**config.mk**
```make
export PLATFORM = sky130hd
export DESIGN_NAME = strmm_pick
export DESIGN_NICKNAME = d
export VERILOG_FILES = /design/src/rtl/core/strmm_pkg.sv /design/src/rtl/core/strmm_pick.sv
export SDC_FILE = /design/constraint.sdc
export NUM_CORES = 1
export LEC_CHECK = 0
export ABC_CLOCK_PERIOD_IN_PS = 4200
export BUFFER_PORTS_ARGS = -buffer_cell sky130_fd_sc_hd__buf_2
export CORE_AREA = 2 2 64 66
export DETAILED_ROUTE_END_ITERATION = 8
export DIE_AREA = 0 0 66 68
export GPL_TIMING_DRIVEN = 0
export MAX_ROUTING_LAYER = met4
export PLACE_DENSITY = 0.72
export SLEW_MARGIN = 20
export SYNTH_ARGS = -nofsm -noshare
export SYNTH_HDL_FRONTEND = slang
export SYNTH_SLANG_ARGS = --single-unit
```
**constraint.sdc**
```tcl
create_clock -name vclk -period 4.2
set_input_delay 0.42 -clock vclk [all_inputs]
set_output_delay 0.42 -clock vclk [all_outputs]
set_load 0.02 [all_outputs]
```
**src/rtl/core/strmm_pkg.sv**
```systemverilog
package strmm_pkg;

    localparam int MAX_ELEMENTS = 1024;
    localparam int VALUE_BITS   = 32;
    localparam int IDX_W        = $clog2(MAX_ELEMENTS);
    localparam int COUNT_W      = IDX_W + 1;
    localparam int LEVELS       = IDX_W + 1;
    localparam int LVL_W        = $clog2(LEVELS);
    localparam int ADDR_W       = LVL_W + IDX_W;
    localparam int TABLE_DEPTH  = LEVELS * MAX_ELEMENTS;

    // slave tdata layout: value, query_start, query_end, zero pad
    localparam int QS_LSB       = VALUE_BITS;
    localparam int QE_LSB       = VALUE_BITS + IDX_W;
    localparam int S_TDATA_W    = ((VALUE_BITS + 2 * IDX_W + 7) / 8) * 8;
    localparam int M_TDATA_W    = ((VALUE_BITS + 7) / 8) * 8;

    localparam logic OP_LOAD  = 1'b0;
    localparam logic OP_QUERY = 1'b1;

    typedef logic [VALUE_BITS-1:0] t_value;

    // position of the highest set bit, 0 for zero
    function automatic logic [LVL_W-1:0] msb_pos(input logic [IDX_W-1:0] v);
        logic [LVL_W-1:0] r;
        r = '0;
        for (int b = 0; b < IDX_W; b++) begin
            if (v[b]) begin
                r = LVL_W'(b);
            end
        end
        return r;
    endfunction

endpackage

```
**src/rtl/core/strmm_pick.sv**
```systemverilog
module strmm_pick
    import strmm_pkg::*;
(
    input  t_value i_a,
    input  t_value i_b,
    input  logic   i_select_max,
    output t_value o_y
);

    logic w_a_ge_b;
    logic w_a_le_b;

    assign w_a_ge_b = ($signed(i_a) >= $signed(i_b));
    assign w_a_le_b = ($signed(i_a) <= $signed(i_b));

    assign o_y = i_select_max ? (w_a_ge_b ? i_a : i_b)
                              : (w_a_le_b ? i_a : i_b);

endmodule

```
==> results.yml <==
status:
  outcome: "finished clean"
power:
  powerDensity_nw_per_um2: 183.0
  peakVddDrop_mv: 0.07518
  leakagePower_nw: 1.060
grt:
  first_global_vias: 1391
  grt_overflow_total: 0
  antenna_found_initial: 0
  grt_max_degree: 11
  grt_usage_pct: 14.13
  grt_first_pass_wirelength_um: 5244
sta:
  max_freq_ghz: 0.3106
  slew_headroom_pct: 75.91
  tns_ns: 0
  period_needed_ns: 3.220
  hold_violations: 0
  final.period_utilization_pct: 76.66
  rsz0062_at_grt: "no"
  setup_viol: 0
  tightest_slew_ns: 0.3522
  hold_slack_ns: 1.199
  slew_viol_final: 0
detailed_routing:
  vias: 1437
  drt-pass1-iter-count: 4
  drc: 0
  wl_per_cell_um: 10.42
  via_per_inst: 4.758
  drtAntennaViolNets: 0
  routed_wl_um: 3147
  first_iter_violations: 19
hold_path:
  hold_path.class: "in2out"
  holdCritStartpoint: "i_b[29]"
critical_path:
  arrival_ns: 2.80
  endpoint: "o_y[24]"
  path_class: "in2out"
  cp_slowest_stage_delay_ns: 0.42
  start_kind: "input port"
  critPathRequiredTime_ns: 3.78
  path_max_fanout: 10
  worstSetupEndpointType: "primary output"
  crit_path_start: "i_b[15]"
  cp_slowest_cell: "a2111oi_0"
  cp_cell_sequence: "buf_2 -> inv_1 -> ha_1 -> nand4_1 -> a2111oi_0 -> or3_1 -> a21oi_1 -> o211ai_2 -> buf_6 -> mux2_2 -> buf_2"
  crit_top_cell: "buf_2"
clock_tree:
  cts-resized-gates: 0
  cts.hold.buffers_added: 0
  postCtsSetupBuffers: 0
synth:
  ys_warn_count: 0
  synth_cell_type_count: 26
  synth_nets: 252
  synthCells: 155
  syn_area_per_cell_um2: 8.161
  syn_area_um2: 1265
  ys_seq_area_share_pct: 0
layout:
  diodes: 0
  multiInputGateArea_um2: 1107
  seq_area_um2: 0
  nFillCells: 430
  fin_nets: 351
  clkbuf_count: 0
  flops_and_latches: 0
  drive_above_1_share_pct: 53.97
  area_delta_synth_final_pct: 43.32
die:
  rows: 23
  fp.dieH_um: 68
  fp.dieW_um: 66
  num_io_pins: 97
  dieArea_um2: 4488
  core_um2: 3856
  initial_core_util_pct: 32.80
placed_design:
  numPortBuffers: 97
  routabilityCongestion: 0.8104
  hpwlAfterDp_um: 2883
flow_run:
  cap_violations: 0
## worst max-delay path: cells and delay by family
family                     cells  cell delay [ns]
and+or+nand+nor                2             0.39
AOI/OAI and AO/OA              3             0.84
adders and majority gates      1             0.30
buffers and inverters          4             0.51
muxes                          1             0.35
## power breakdown
| group | switching (W) | internal [W] |
|---|---|---|
| Combinational | 0.000174 | 0.000158 |
| Clock | 0 | 0 |
| Sequential | 0 | 0 |
| Total | 0.000174 | 0.000158 |
## per-layer routing
layer / up-vias / track usage (%) / part of all wire [%]
met5: - / - / 0
met4: 0 / 1.276 / 1.0
met3: 4 / 0.1645 / 6.8
met2: 55 / 28.66 / 51
met1: 628 / 16.11 / 41
li1: 750 / - / -
## synth_stat cells
| cell | n | share of area (%) |
|---|---|---|
| o211ai_1 | 1 | 0.59 |
| ha_1 | 32 | 32 |
| o21ai_0 | 3 | 1.2 |
| nor4_1 | 1 | 0.49 |
| and2_1 | 1 | 0.49 |
| buf_6 | 3 | 2.7 |
| nor3_1 | 1 | 0.40 |
| o21a_1 | 2 | 1.2 |
| a2111oi_0 | 1 | 0.69 |
| inv_1 | 33 | 9.8 |
| a221oi_1 | 1 | 0.69 |
| a21oi_1 | 14 | 5.5 |
| mux2_4 | 4 | 4.7 |
| xnor2_1 | 1 | 0.69 |
| nand2_1 | 9 | 2.7 |
| nor2_1 | 2 | 0.59 |
| a211oi_1 | 1 | 0.59 |
| or3_1 | 1 | 0.49 |
| o211ai_2 | 2 | 2.0 |
| a21o_1 | 1 | 0.59 |
| a211o_1 | 1 | 0.69 |
| nand4_1 | 6 | 3.0 |
| mux2_2 | 28 | 25 |
| nor2b_4 | 1 | 1.1 |
| nand3_1 | 4 | 1.6 |
| nor4_2 | 1 | 0.99 |
## area by class of cell
| class | count | share of cell area, % |
|---|---|---|
| Multi-Input combinational cell | 119 | 61.08 |
| Tap cell | 50 | 3.451 |
| Inverter | 33 | 6.832 |
| Buffer | 3 | 1.863 |
| Timing Repair Buffer | 97 | 26.78 |
## metrics by stage
stage | worst slack (ns) | power (W) | area [um2] | cells | util, %
global route | 0.7944 | 0.0003669 | 1813 | 302 | 47.01
floorplan | 1.364 | 0.0002317 | 1265 | 155 | -
CTS | 0.9561 | 0.0003366 | 1813 | 302 | 47.01
detailed placement | 0.9778 | 0.0003343 | 1813 | 302 | 47.01
finish | 0.9804 | 0.0003317 | 1813 | 302 | 47.01
global placement | 0.9559 | 0.0003286 | 1813 | 302 | 47.01
## cell usage in the layout (no fill, tap or decap), types with 2 or more instances in the layout
| master | synthesis | final |
|---|---|---|
| buf_6 | 3 | 3 |
| ha_1 | 32 | 32 |
| inv_1 | 33 | 33 |
| nand4_1 | 6 | 6 |
| o21ai_0 | 3 | 3 |
| o21a_1 | 2 | 2 |
| mux2_4 | 4 | 4 |
| buf_2 | 0 | 97 |
| o211ai_2 | 2 | 2 |
| nand3_1 | 4 | 4 |
| nor2_1 | 2 | 2 |
| mux2_2 | 28 | 28 |
| nand2_1 | 9 | 9 |
| a21oi_1 | 14 | 14 |
## how the worst min path moves through the flow
stage / slack [ns] / end / cells after the start
floorplan: 1.0 / o_y[1] / 1
global placement: 1.20 / o_y[5] / 3
detailed placement: 1.20 / o_y[5] / 3
CTS: 1.20 / o_y[29] / 3
global route: 1.21 / o_y[2] / 3
finish: 1.20 / o_y[29] / 3
## kinds of logic after synthesis
family / synth area share, %
buffers and inverters: 12.46
muxes: 29.67
adders and majority gates: 31.65
AOI/OAI and AO/OA: 13.75
and+or+nand+nor: 11.77
xor gates and xnor gates: 0.6925
Note: power is estimated with default switching activity, not from simulation.
